--- config.mk ---
export PLATFORM = sky130hd
export DESIGN_NAME = ultrasonic_echo_ranger
export DESIGN_NICKNAME = d
export VERILOG_FILES = /design/src/design/uer_pkg.sv /design/src/design/uer_cfg.sv /design/src/design/uer_core.sv /design/src/design/uer_out_reg.sv /design/src/design/ultrasonic_echo_ranger.sv
export VERILOG_INCLUDE_DIRS = /design/src /design/src/design
export SDC_FILE = /design/constraint.sdc
export NUM_CORES = 1
export LEC_CHECK = 0
export BUFFER_PORTS_ARGS = -buffer_cell sky130_fd_sc_hd__buf_4
export CELL_PAD_IN_SITES_DETAIL_PLACEMENT = 1
export CELL_PAD_IN_SITES_GLOBAL_PLACEMENT = 1
export CORE_ASPECT_RATIO = 0.8
export CORE_MARGIN = 5
export CORE_UTILIZATION = 51
export DETAILED_ROUTE_END_ITERATION = 10
export GPL_TIMING_DRIVEN = 0
export PLACE_DENSITY_LB_ADDON = 0.1
export SYNTH_ARGS = -nofsm -noshare
export SYNTH_HDL_FRONTEND = slang
export SYNTH_SLANG_ARGS = --single-unit
--- constraint.sdc ---
create_clock -name clk -period 6.6 [get_ports clk]
set_input_delay 0.33 -clock clk [delete_from_list [all_inputs] [get_ports clk]]
set_output_delay 0.33 -clock clk [all_outputs]
set_load 0.1 [all_outputs]
--- src/design/ultrasonic_echo_ranger_defines.svh ---
// Assertion macros used by the ranger top level.
`ifndef ULTRASONIC_ECHO_RANGER_DEFINES_SVH
`define ULTRASONIC_ECHO_RANGER_DEFINES_SVH

// Same-cycle implication, checked outside reset.
`define UER_ASSERT_NOW(lbl, ante, cons, msg) \
	lbl: assert property (@(posedge clk) disable iff (!arst_n) (ante) |-> (cons)) \
		else $error(msg);

// Next-cycle implication, checked outside reset.
`define UER_ASSERT_NEXT(lbl, ante, cons, msg) \
	lbl: assert property (@(posedge clk) disable iff (!arst_n) (ante) |=> (cons)) \
		else $error(msg);

`endif

--- src/design/uer_pkg.sv ---
// Types, constants and register indexes for the ultrasonic ranger.
`default_nettype none

package uer_pkg;

	localparam int TIME_W   = 32;
	localparam int CNT_W    = 20;
	localparam int SETTLE_W = 20;
	localparam int TRIG_W   = 8;
	localparam int TMO_W    = 16;
	localparam int CFG_IDX_W  = 2;
	localparam int CFG_DATA_W = 20;

	typedef logic [TIME_W-1:0]     time_t;
	typedef logic [CNT_W-1:0]      cnt_t;
	typedef logic [SETTLE_W-1:0]   settle_t;
	typedef logic [TRIG_W-1:0]     trig_t;
	typedef logic [TMO_W-1:0]      tmo_t;
	typedef logic [CFG_IDX_W-1:0]  cfg_idx_t;
	typedef logic [CFG_DATA_W-1:0] cfg_data_t;

	localparam cfg_idx_t REG_SETTLE  = 2'd0;
	localparam cfg_idx_t REG_TRIGGER = 2'd1;
	localparam cfg_idx_t REG_TIMEOUT = 2'd2;

	localparam settle_t SETTLE_RST  = 20'd200000;
	localparam trig_t   TRIGGER_RST = 8'd10;
	localparam tmo_t    TIMEOUT_RST = 16'd23200;

	localparam cnt_t CNT_MAX = '1;

	typedef enum logic [3:0] {
		PH_IDLE   = 4'b0001,
		PH_SETTLE = 4'b0010,
		PH_TRIG   = 4'b0100,
		PH_WAIT   = 4'b1000
	} phase_t;

	typedef struct packed {
		settle_t settle;
		trig_t   trigger;
		tmo_t    timeout;
	} cfg_t;

	typedef struct packed {
		logic  trigger_out;
		logic  busy;
		logic  done;
		time_t start_time;
		time_t end_time;
		time_t width;
		logic  timed_out;
	} result_t;

endpackage

`default_nettype wire

--- src/design/uer_cfg.sv ---
// Configuration register file: settle, trigger width and timeout.
`default_nettype none

module uer_cfg (
	input  wire logic              clk,
	input  wire logic              arst_n,
	input  wire logic              cfg_valid,
	output logic                   cfg_ready,
	input  wire uer_pkg::cfg_idx_t  cfg_index,
	input  wire uer_pkg::cfg_data_t cfg_data,
	output uer_pkg::cfg_t          cfg
);
	import uer_pkg::*;

	cfg_t cfg_q;

	assign cfg_ready = 1'b1;
	assign cfg       = cfg_q;

	always_ff @(posedge clk or negedge arst_n) begin
		if (!arst_n) begin
			cfg_q.settle  <= SETTLE_RST;
			cfg_q.trigger <= TRIGGER_RST;
			cfg_q.timeout <= TIMEOUT_RST;
		end else if (cfg_valid) begin
			unique case (cfg_index)
				REG_SETTLE:  cfg_q.settle  <= cfg_data[SETTLE_W-1:0];
				REG_TRIGGER: cfg_q.trigger <= cfg_data[TRIG_W-1:0];
				REG_TIMEOUT: cfg_q.timeout <= cfg_data[TMO_W-1:0];
				default: ;
			endcase
		end
	end

endmodule

`default_nettype wire

--- src/design/uer_core.sv ---
// Ranger sequencer: echo edge capture, phase counter and tick timebase.
`default_nettype none

module uer_core (
	input  wire logic            clk,
	input  wire logic            arst_n,
	input  wire logic            advance,
	input  wire logic            start_request,
	input  wire logic            echo_level,
	input  wire uer_pkg::cfg_t   cfg,
	output uer_pkg::result_t     result
);
	import uer_pkg::*;

	phase_t phase_q, phase_d;
	cnt_t   count_q, count_d, count_inc;
	time_t  now_q;
	time_t  start_q, start_d;
	time_t  end_q, end_d;
	logic   valid_q, valid_d;
	logic   done_q, done_d;
	logic   last_echo_q;
	logic   tmo;
	trig_t  trig_len;

	assign count_inc = (count_q == CNT_MAX) ? CNT_MAX : count_q + cnt_t'(1);
	assign trig_len  = (cfg.trigger == '0) ? trig_t'(1) : cfg.trigger;

	always_comb begin
		start_d = start_q;
		end_d   = end_q;
		valid_d = valid_q;
		done_d  = done_q;
		phase_d = phase_q;
		count_d = count_q;
		tmo     = 1'b0;

		// capture echo edges only until a full pulse is held
		if (!valid_q) begin
			if (echo_level && !last_echo_q) begin
				start_d = now_q;
			end else if (!echo_level && last_echo_q) begin
				end_d   = now_q;
				valid_d = 1'b1;
			end
		end

		unique case (phase_q)
			PH_SETTLE: begin
				count_d = count_inc;
				if (count_inc >= cnt_t'(cfg.settle)) begin
					phase_d = PH_TRIG;
					count_d = '0;
				end
			end
			PH_TRIG: begin
				count_d = count_inc;
				if (count_inc >= cnt_t'(trig_len)) begin
					phase_d = PH_WAIT;
					count_d = '0;
				end
			end
			PH_WAIT: begin
				if (valid_d) begin
					done_d  = 1'b1;
					phase_d = PH_IDLE;
					count_d = '0;
				end else begin
					count_d = count_inc;
					if (count_inc > cnt_t'(cfg.timeout)) begin
						tmo     = 1'b1;
						phase_d = PH_SETTLE;
						count_d = '0;
					end
				end
			end
			default: begin
				phase_d = PH_IDLE;
				if (start_request) begin
					valid_d = 1'b0;
					done_d  = 1'b0;
					phase_d = PH_SETTLE;
					count_d = '0;
				end
			end
		endcase
	end

	always_ff @(posedge clk or negedge arst_n) begin
		if (!arst_n) begin
			phase_q     <= PH_IDLE;
			count_q     <= '0;
			now_q       <= '0;
			start_q     <= '0;
			end_q       <= '0;
			valid_q     <= 1'b0;
			done_q      <= 1'b0;
			last_echo_q <= 1'b0;
		end else if (advance) begin
			phase_q     <= phase_d;
			count_q     <= count_d;
			now_q       <= now_q + time_t'(1);
			start_q     <= start_d;
			end_q       <= end_d;
			valid_q     <= valid_d;
			done_q      <= done_d;
			last_echo_q <= echo_level;
		end
	end

	always_comb begin
		result.trigger_out = (phase_d == PH_TRIG);
		result.busy        = (phase_d != PH_IDLE);
		result.done        = done_d;
		result.start_time  = start_d;
		result.end_time    = end_d;
		result.width       = end_d - start_d;
		result.timed_out   = tmo;
	end

endmodule

`default_nettype wire

--- src/design/uer_out_reg.sv ---
// Result register between the sequencer and the output channel.
`default_nettype none

module uer_out_reg (
	input  wire logic             clk,
	input  wire logic             arst_n,
	input  wire logic             load,
	input  wire uer_pkg::result_t result,
	input  wire logic             out_ready,
	output logic                  out_valid,
	output logic                  can_load,
	output uer_pkg::result_t      result_q
);
	import uer_pkg::*;

	logic valid_q;

	// free when empty or when the held result leaves this cycle
	assign can_load  = !valid_q || out_ready;
	assign out_valid = valid_q;

	always_ff @(posedge clk or negedge arst_n) begin
		if (!arst_n) begin
			valid_q <= 1'b0;
		end else if (load) begin
			valid_q <= 1'b1;
		end else if (out_ready) begin
			valid_q <= 1'b0;
		end
	end

	always_ff @(posedge clk) begin
		if (load) begin
			result_q <= result;
		end
	end

endmodule

`default_nettype wire

--- src/design/ultrasonic_echo_ranger.sv ---
// Top level of the ultrasonic ranger: trigger sequencer and echo pulse timer.
`default_nettype none
`include "ultrasonic_echo_ranger_defines.svh"

// Each input transfer is one microsecond tick. The block takes one tick per
// clock cycle: the tick's edge capture, phase count and timestamp update are
// done in the cycle it is accepted, and its result appears on the output
// register in the next cycle. The only thing that holds in_ready low is a
// result in the output register that has not been taken, so the rate is one
// tick per cycle whenever out_ready stays high. Configuration writes are
// always accepted (cfg_ready is always high); indexes beyond the timeout
// register are dropped. Trigger low for the request tick plus settle_us-1
// ticks, high for trigger_us ticks (zero counts as one), then a wait that
// retries once its count passes timeout_us. Phase counters saturate at 2^20-1.
module ultrasonic_echo_ranger (
	input  wire logic              clk,
	input  wire logic              arst_n,
	input  wire logic              in_valid,
	output logic                   in_ready,
	input  wire logic              start_request,
	input  wire logic              echo_level,
	output logic                   out_valid,
	input  wire logic              out_ready,
	output logic                   trigger_out,
	output logic                   busy_res,
	output logic                   done_res,
	output logic [31:0]            echo_start_time,
	output logic [31:0]            echo_end_time,
	output logic [31:0]            pulse_width,
	output logic                   timed_out,
	input  wire logic              cfg_valid,
	output logic                   cfg_ready,
	input  wire uer_pkg::cfg_idx_t  cfg_index,
	input  wire uer_pkg::cfg_data_t cfg_data
);
	import uer_pkg::*;

	cfg_t    cfg;
	result_t result;
	result_t result_q;
	logic    can_load;
	logic    advance;

	assign in_ready = can_load;
	assign advance  = in_valid && can_load;

	uer_cfg u_cfg (
		.clk       (clk),
		.arst_n    (arst_n),
		.cfg_valid (cfg_valid),
		.cfg_ready (cfg_ready),
		.cfg_index (cfg_index),
		.cfg_data  (cfg_data),
		.cfg       (cfg)
	);

	uer_core u_core (
		.clk           (clk),
		.arst_n        (arst_n),
		.advance       (advance),
		.start_request (start_request),
		.echo_level    (echo_level),
		.cfg           (cfg),
		.result        (result)
	);

	uer_out_reg u_out (
		.clk       (clk),
		.arst_n    (arst_n),
		.load      (advance),
		.result    (result),
		.out_ready (out_ready),
		.out_valid (out_valid),
		.can_load  (can_load),
		.result_q  (result_q)
	);

	assign trigger_out     = result_q.trigger_out;
	assign busy_res        = result_q.busy;
	assign done_res        = result_q.done;
	assign echo_start_time = result_q.start_time[31:0];
	assign echo_end_time   = result_q.end_time[31:0];
	assign pulse_width     = result_q.width[31:0];
	assign timed_out       = result_q.timed_out;

	`UER_ASSERT_NOW(a_trig_busy, out_valid && trigger_out, busy_res, "trigger high while idle")
	`UER_ASSERT_NOW(a_done_idle, out_valid && done_res, !busy_res, "done while busy")
	`UER_ASSERT_NOW(a_tmo_settle, out_valid && timed_out, busy_res && !trigger_out,
		"timeout outside settle")
	`UER_ASSERT_NEXT(a_width, advance, pulse_width == echo_end_time - echo_start_time,
		"pulse width mismatch")

endmodule

`default_nettype wire

==> results of run 1 <==
[cells by family (layout without fill, tap and decap cells)]
| family | after synthesis | count (layout) | synth area share, % |
|---|---|---|---|
| buffers and inverters | 139 | 332 | 4.52 |
| adders and majority gates | 76 | 76 | 6.93 |
| xor gates and xnor gates | 67 | 67 | 4.25 |
| muxes | 91 | 91 | 7.12 |
| other | 1 | 1 | 0.0272 |
| and+or+nand+nor | 390 | 390 | 13.3 |
| AOI/OAI and AO/OA | 236 | 236 | 11.4 |
| DFF | 268 | 268 | 52.4 |
[stage by stage]
| stage | area, um2 | worst slack [ns] | cells | hold slack [ns] |
|---|---|---|---|---|
| after floorplan | 13800 | 0.969 | 1268 | 0.0344 |
| after global placement | 15200 | 0.737 | 1755 | 0.453 |
| after detailed placement | 15300 | 0.887 | 1758 | 0.274 |
| after CTS | 16300 | 0.844 | 1818 | 0.00171 |
| after global routing | 16300 | 0.491 | 1818 | 0.0102 |
| final | 16300 | 0.845 | 1818 | 0.0170 |
[area by class of cell]
class                   count  share of cell area [%]
repair buffers            141                    6.93
clock inverters            18                    1.12
flip-flops and latches    268                    44.3
plain buffers              45                    1.68
inverters                  94                    2.16
well taps                 357                    2.74
clock buffers              34                    4.62
multi-input cells         861                    36.4
[flip-flops by register name, summed over array words and instances, names as in the netlist]
register and count:
u_core.valid_q 1, u_cfg.cfg 44, u_core.last_echo_q 1, u_core.done_q 1, u_out.out_valid 1, u_out.result_q 100, u_core.now_q 32, u_core.phase_q 4
u_core.end_q 32, u_core.start_q 32, u_core.count_q 20
[cells in the mapped netlist (4+ instances only)]
library cell	number	area [um2]
nor3b_1	6	45.0
a21o_1	17	128
nand3_1	31	155
dlygate4sd3_1	4	40.0
buf_1	4	15.0
dfstp_2	15	394
o31ai_1	5	37.5
mux2i_1	34	340
ha_1	74	926
nor2_1	48	180
a31oi_1	7	43.8
a21boi_0	5	37.5
o21a_1	13	97.6
clkbuf_1	26	97.6
o21bai_1	6	45.0
nor3_1	14	70.1
a211oi_1	6	45.0
or2_2	4	25.0
inv_1	93	349
dfrtp_1	153	3830
mux2_2	57	642
nand2b_1	11	68.8
o211ai_1	8	60.1
o21ai_0	79	395
edfxtp_1	100	3000
nand2_1	201	754
nor2b_1	8	50.1
a21oi_1	39	195
and4_1	6	52.6
xor2_1	22	193
nand4_1	18	113
and3_1	15	93.8
a32o_1	18	180
xnor2_1	45	394
[power by group through the flow]
stage | clock network [mW] | registers (mW) | logic, mW
floorplan | 0 | 3.22 | 1.14
global placement | 0 | 2.27 | 2.71
detailed placement | 0 | 2.28 | 2.77
CTS | 1.63 | 2.25 | 2.82
global route | 1.72 | 2.28 | 2.99
finish | 1.61 | 2.25 | 2.81
[tightest hold or removal path: stages]
cell and delay, ns:
buf_4 0.09, nand2_1 0.04, o21ai_0 0.06
[what timing repair did]
| item | 4_1_cts | 5_1_grt |
|---|---|---|
| setup buffers | 0 | 0 |
| hold buffers | 8 | 0 |
| endpoints found under the setup margin | 0 | 0 |
| hold endpoints to repair | 45 | 0 |
| resized for setup | 0 | 0 |
[final timing paths]
check | to | cells after the start | slack, ns
worst max-delay path | u_out.result_q[31] | 13 | 0.85
worst min-delay path | u_cfg.cfg[29] | 3 | 0.02
worst max register to register | u_out.result_q[31] | 13 | 0.85
worst min register to register | u_core.end_q[11] | 2 | 0.47
max in group asynchronous | u_core.start_q[30] | 3 | 5.34
min in group asynchronous | u_cfg.cfg[20] | 2 | 0.29
[layer usage]
layer / part of all wire (%) / GRT usage (%)
met3: 5.6 / 3.36
met4: 1.7 / 4.35
met5: 0 / 0
met1: 46 / 35.2
met2: 47 / 41.1
==> flow_metrics.tcl, run 1 <==
set metrics [dict create \
    grt_pass1_wl_um 60700 \
    syn2layout_area_growth_pct 18.3 \
    place_hpwl_um 27400 \
    maxCapViolCount 0 \
    cp-start-kind "register" \
    yosysUniqueCellTypes 82 \
    slowest_stage "clkbuf_1" \
    synth_edf_count 100 \
    cts_root_buf "clkbuf_16" \
    die_area_um2 30500 \
    crit_buf_inv 1 \
    max_freq_ghz 0.174 \
    fp.coreArea_um2 26500 \
    end_kind "register" \
    viasPerCell 5.74 \
    cts_tree "yes" \
    rsz0062_at_grt "no" \
    tns_ns 0 \
    power_frac_comb_pct 42.1 \
    syn_area_um2 13800 \
    crit_required_ns 6.88 \
    worstMarginPinSlew_ns 0.939 \
    slew_headroom_pct 37.4 \
    die_h_um 157 \
    wl_um 38100 \
    dr.pass1.iters 5 \
    power_leakage_nw 7.71 \
    rows 53 \
    grt_max_degree 119 \
    hold_viol_final 0 \
    totalPowerFinal_mw 6.67 \
    track_usage_pct 24.6 \
    final_util_pct 61.6 \
    cts_sinks 268 \
    synth_warnings 0 \
    io_pins 132 \
    layout_common_cells "201 x nand2_1, 153 x dfrtp_1, 131 x buf_4" \
    nFillCells 2810 \
    critPathMaxStageDelay_ns 0.77 \
    insertion_delay_ns 0.55 \
    hp-class "in2reg" \
    wl_per_cell_um 21.0 \
    period_minus_slack_ns 5.75 \
    ant_nets 0 \
    synthFlopType "dfrtp_1" \
    first_global_vias 11000 \
    drive_above_1_share_pct 19.4 \
    routed-via-count 10400 \
    setup_viol 0 \
    intPower_mw 3.88 \
    power.share.clock_pct 24.1 \
    synthArstFlopShare_pct 62.7 \
    synth.yosys.seq_area_share_pct 52.4 \
    ys_seq_elements 268 \
    finalCritPeriodShare_pct 87.2 \
    die_x_um 194 \
    status "complete, no violations" \
    worstPathArrival_ns 6.03 \
    syn-num-nets 1372 \
    hold_start "cfg_data[5]" \
    crit_path_max_fanout 10 \
    start_util_pct 52.1 \
    p_sw_share_pct 41.8 \
    cts_buffer_depth 3 \
    drv_slew 0 \
    mostFrequentLayoutCell "nand2_1" \
    power_density_nw_per_um2 409 \
    place.gp.congestion 0.878 \
    critPathLaunch "u_core.valid_q" \
    drt_iter0_markers 664 \
    seqCellArea_um2 7230 \
    multi_input_area_um2 5940 \
    peakVddDrop_mv 0.304 \
    drc 0 \
    p_switching_mw 2.79 \
    clkTransAtPathRegs_ns 0.06 \
    syn_inst 1268 \
    antenna_found_initial 1 \
    critical-path-top-delay-family "compound AO/OA/AOI/OAI gates" \
    avgSynthCellArea_um2 10.9 \
    numCtsBuffers 28 \
    cp_cell_sequence "nor3b_1, clkbuf_1, mux2i_1, ha_1, nor2b_1, o31a_1, o211ai_1, a21oi_1, o311ai_1, o22ai_1, o311ai_1, nor3b_1, or3_1" \
    numPortBuffers 130 \
    crit_type "reg2reg" \
    finalClockSkew_ns 0.0193 \
    htree_num_levels 1 \
    antenna_cells 0 \
    nets 1543 \
    r2r-start "u_core.valid_q" \
    grt_overflow 0 \
    p_seq_share_pct 33.8 \
]
Note: power is estimated with default switching activity, not from simulation.
==> run 2, diff against run 1 <==
PLACE_DENSITY = 0.95   (was default)
PLACE_DENSITY_LB_ADDON = default   (was 0.1)
==> flow_metrics.tcl, run 2 (synthesis results as in run 1) <==
set metrics [dict create \
    wl_um 47300 \
    die_x_um 194 \
    power_leakage_nw 7.71 \
    post-cts-setup-buffer-count 0 \
    p_seq_share_pct 32.8 \
    grt_pass1_wl_um 72900 \
    rsz0062_at_grt "no" \
    status "complete, no violations" \
    final_area_um2 16300 \
    clkTransAtPathRegs_ns 0.06 \
    maxCapViolCount 0 \
    mostFrequentLayoutCell "nand2_1" \
    peakVddDrop_mv 0.440 \
    worstHoldEndpoint "u_cfg.cfg[32]" \
    worstPathArrival_ns 6.45 \
    numCtsBuffers 29 \
    power_frac_comb_pct 43.3 \
    p_sw_share_pct 43.3 \
    cts_buffer_depth 3 \
    worstMarginPinSlew_ns 0.990 \
    start_util_pct 52.1 \
    cts_sinks 268 \
    syn2layout_area_growth_pct 18.1 \
    drc 0 \
    end_kind "register" \
    drive_above_1_share_pct 19.2 \
    finalClockSkew_ns 0.0219 \
    cts_root_buf "clkbuf_16" \
    grt_overflow 0 \
    antenna_found_initial 0 \
    r2r-start "u_core.last_echo_q" \
    drt_iter0_markers 1085 \
    track_usage_pct 30.3 \
    htree_num_levels 1 \
    period_minus_slack_ns 6.17 \
    power_density_nw_per_um2 425 \
    fin_ws_ns 0.434 \
    cts_tree "yes" \
    slew_headroom_pct 34.0 \
    r2r_setup_slack_ns 0.54 \
    dr.pass1.iters 6 \
    hp-class "in2reg" \
    layout_common_cells "201 x nand2_1, 153 x dfrtp_1, 131 x buf_4" \
    hold_depth 3 \
    setup_viol 0 \
    nFillCells 2788 \
    crit_path_max_fanout 10 \
    final_cells 1817 \
    wl_per_cell_um 26.0 \
    die_area_um2 30500 \
    largest_register_ffs 100 \
    routed-via-count 11400 \
    hold_viol_final 0 \
    io_pins 132 \
    intPower_mw 3.92 \
    regMostFlops "u_out.result_q" \
    nets 1541 \
    place_area_um2 15300 \
    numPortBuffers 130 \
    antenna_cells 0 \
    cp_cell_sequence "dlygate4sd3_1, buf_4, nor2b_1, nor2b_1, clkbuf_1, buf_1, mux2i_1, inv_1, ha_1, nor2b_1, o21a_1, o21ai_0, a21oi_1, a21oi_1, o211ai_1, a21oi_1, o21bai_1, xnor2_1" \
    hold_start "cfg_data[8]" \
    max_freq_ghz 0.162 \
    finalCritPeriodShare_pct 93.4 \
    first_global_vias 12500 \
    fp.coreArea_um2 26500 \
    dp.cells 1757 \
    slowest_stage "a21oi_1" \
    crit_type "in2reg" \
    drv_slew 0 \
    grt_max_degree 106 \
    power.share.clock_pct 23.8 \
    ant_nets 0 \
    rr_worst_depth 16 \
    rows 53 \
    crit_required_ns 6.88 \
    pre_cts_ws_ns 0.916 \
    cp-start-kind "input port" \
    p_switching_mw 3.00 \
    viasPerCell 6.28 \
    die_h_um 157 \
    place_hpwl_um 31300 \
    place.gp.congestion 0.860 \
    regToRegEndpoint "u_out.result_q[20]" \
    insertion_delay_ns 0.56 \
    critPathMaxStageDelay_ns 0.80 \
    tns_ns 0 \
]
run 2: cell count changes in the layout (fill, tap and decap cells not counted), sizes merged:
cell	change
buf	-1
bufinv	-1
clkbuf	+10
clkinv	-5
clkinvlp	-3
dlygate4sd3	-2
inv	+1
run 2: layer usage:
| layer | GRT usage, % | up-vias | share of wire, % |
|---|---|---|---|
| met5 | 0 | - | 0 |
| met4 | 14.2 | 0 | 5.3 |
| met3 | 7.66 | 199 | 8.4 |
| met2 | 51.4 | 647 | 47 |
| met1 | 37.0 | 5736 | 39 |
| li1 | - | 4832 | - |
run 2: layout make-up:
cell class / instances / area, um2 / area share [%]
clock buffer: 44 / 853 / 5.24
buffer: 45 / 274 / 1.68
multi-input combinational: 861 / 5940 / 36.5
clock inverter: 10 / 100 / 0.614
inverter: 94 / 353 / 2.17
sequential: 268 / 7230 / 44.3
tap: 357 / 447 / 2.74
timing repair buffer: 138 / 1100 / 6.74
run 2: worst max path at each step:
| stage | start | to | cells past startpoint | slack, ns |
|---|---|---|---|---|
| after floorplan | u_out.out_valid | u_out.result_q[0] | 4 | 0.97 |
| after global placement | out_ready | u_out.result_q[78] | 5 | 0.84 |
| after detailed placement | echo_level | u_out.result_q[31] | 17 | 0.92 |
| after CTS | echo_level | u_out.result_q[31] | 18 | 0.66 |
| after global routing | echo_level | u_out.result_q[24] | 18 | 0.29 |
| final | echo_level | u_out.result_q[20] | 18 | 0.43 |
run 2: through the flow:
stage	power, mW	utilization, %	hold WS, ns
2_1_floorplan	4.36	-	0.0344
3_3_place_gp	4.95	57.5	0.453
3_5_place_dp	5.15	57.8	0.321
4_1_cts	6.88	61.6	0.00798
5_1_grt	7.13	61.6	0.00783
6_report	6.92	61.6	0.0203
run 2: timing repair:
action / in CTS / in global routing
gates resized for setup: 0 / 0
hold buffers: 6 / 0
endpoints found under the hold margin: 59 / 0
endpoints found under the setup margin: 0 / 0
run 2: worst max-delay path, delay by kind of cell:
kind                     cells  cell delay (ns)
buffers and inverters        5             1.87
AO/OA/AOI/OAI                7             2.58
multiplexers                 1             0.48
XOR/XNOR                     1             0.18
adder cells (fa/ha/maj)      1             0.32
AND/OR/NAND/NOR              3             0.66
run 2: power groups by stage:
stage / combinational [mW] / clock, mW / sequential [mW]
6_report: 3.00 / 1.65 / 2.27
5_1_grt: 3.11 / 1.73 / 2.29
4_1_cts: 2.96 / 1.65 / 2.27
3_3_place_gp: 2.68 / 0 / 2.27
3_5_place_dp: 2.87 / 0 / 2.29
2_1_floorplan: 1.14 / 0 / 3.22
==> run 3, diff against run 2 <==
RECOVER_POWER = 50   (was default)
==> flow_metrics.tcl, run 3 (synthesis results as in run 1) <==
set metrics [dict create \
    status "finished, violations left" \
    violations "max-capacitance violations, max-slew violations" \
    setup_viol 0 \
    grt_max_degree 106 \
    tns_ns 0 \
    post_cts_resized 0 \
    place_hpwl_um 31300 \
    nets 1541 \
    viasPerCell 6.27 \
    regMostFlops "u_out.result_q" \
    io_pins 132 \
    antenna_cells 0 \
    hold_start "cfg_data[8]" \
    drc 0 \
    critPathLaunch "echo_level" \
    worstMarginPinSlew_ns 3.92 \
    track_usage_pct 30.3 \
    peakVddDrop_mv 0.418 \
    crit_type "in2reg" \
    layout_common_cells "201 x nand2_1, 153 x dfrtp_1, 140 x clkbuf_1" \
    numCtsBuffers 29 \
    hp-class "in2reg" \
    finalCritPeriodShare_pct 94.1 \
    slew_headroom_pct -161 \
    die_area_um2 30500 \
    largest_register_ffs 100 \
    cts_tree "yes" \
    crit_path_max_fanout 10 \
    fp.coreArea_um2 26500 \
    hold_viol_final 0 \
    holdBufCountCts 6 \
    rsz0062_at_grt "no" \
    post-cts-setup-buffer-count 0 \
    multi_input_area_um2 5940 \
    end_kind "register" \
    power_leakage_nw 7.32 \
    wl_per_cell_um 26.1 \
    final_area_um2 15900 \
    antenna_found_initial 0 \
    cts_buffer_depth 3 \
    drv_slew 64 \
    drive_above_1_share_pct 11.6 \
    cts_sinks 268 \
    syn2layout_area_growth_pct 15.2 \
    place_area_um2 15300 \
    numPortBuffers 130 \
    place.gp.congestion 0.860 \
    crit_required_ns 6.86 \
    cts_root_buf "clkbuf_16" \
    maxCapViolCount 1 \
    htree_num_levels 1 \
    die_x_um 194 \
    routed-via-count 11400 \
    worstPathArrival_ns 6.47 \
    nFillCells 2871 \
    max_freq_ghz 0.161 \
    mostFrequentLayoutCell "nand2_1" \
    power_density_nw_per_um2 428 \
    finalClockSkew_ns 0.0200 \
    dr.pass1.iters 5 \
    grt_pass1_wl_um 72900 \
    seqCellArea_um2 7230 \
    r2r-start "u_core.last_echo_q" \
    wl_um 47400 \
    insertion_delay_ns 0.55 \
    clkTransAtPathRegs_ns 0.06 \
    cp-start-kind "input port" \
    grt_overflow 0 \
    start_util_pct 52.1 \
    die_h_um 157 \
    drt_iter0_markers 1051 \
    rows 53 \
    first_global_vias 12500 \
    ant_nets 0 \
    period_minus_slack_ns 6.21 \
]
==> run 3: final timing paths <==
| check | endpoint | slack, ns | depth (start not counted) |
|---|---|---|---|
| max | u_out.result_q[24] | 0.39 | 18 |
| min | u_cfg.cfg[32] | 0.02 | 3 |
| max reg2reg | u_out.result_q[24] | 0.49 | 16 |
| min reg2reg | u_core.end_q[10] | 0.47 | 2 |
| max in group asynchronous | u_cfg.cfg[33] | 2.68 | 2 |
| min in group asynchronous | u_cfg.cfg[26] | 1.69 | 2 |
==> run 3: final cells by class <==
type                    count  area share (%)
clock inverters            10           0.630
well taps                 357            2.81
flip-flops and latches    268            45.5
repair buffers            138            4.38
clock buffers              44            5.37
plain buffers              45            1.72
multi-input cells         861            37.4
inverters                  94            2.22
==> run 3: stage by stage <==
stage	util [%]	instances	hold WS [ns]	power, mW	setup WS [ns]
final	60.1	1817	0.0182	6.80	0.388
after global routing	60.1	1817	0.00783	7.02	0.289
after CTS	61.6	1817	0.00798	6.88	0.659
after detailed placement	57.8	1757	0.321	5.15	0.916
after global placement	57.5	1755	0.453	4.95	0.836
after floorplan	-	1268	0.0344	4.36	0.969
==> run 3: power by group <==
part,total (mW),switching [mW],internal (mW)
combinational,2.88,2.16,0.720
clock,1.65,0.683,0.967
sequential,2.27,0.149,2.12
==> run 3: worst max-delay path, stage by stage <==
cell	delay [ns]
dlygate4sd3_1	0.58
buf_4	0.16
nor2b_1	0.31
nor2b_1	0.21
clkbuf_1	0.31
buf_1	0.68
mux2i_1	0.49
inv_1	0.15
ha_1	0.32
nor2b_1	0.15
o21a_1	0.21
o21ai_0	0.34
a21oi_1	0.21
a21oi_1	0.80
o211ai_1	0.26
a21oi_1	0.58
o21a_1	0.23
o311ai_0	0.13
==> run 3: layer usage <==
metal / share of wire, % / wire, um / global-route usage [%]
met3: 7.8 / 3710 / 7.66
met1: 39 / 18700 / 37.0
met4: 5.5 / 2620 / 14.2
met2: 47 / 22400 / 51.4
met5: 0 / 0 / 0
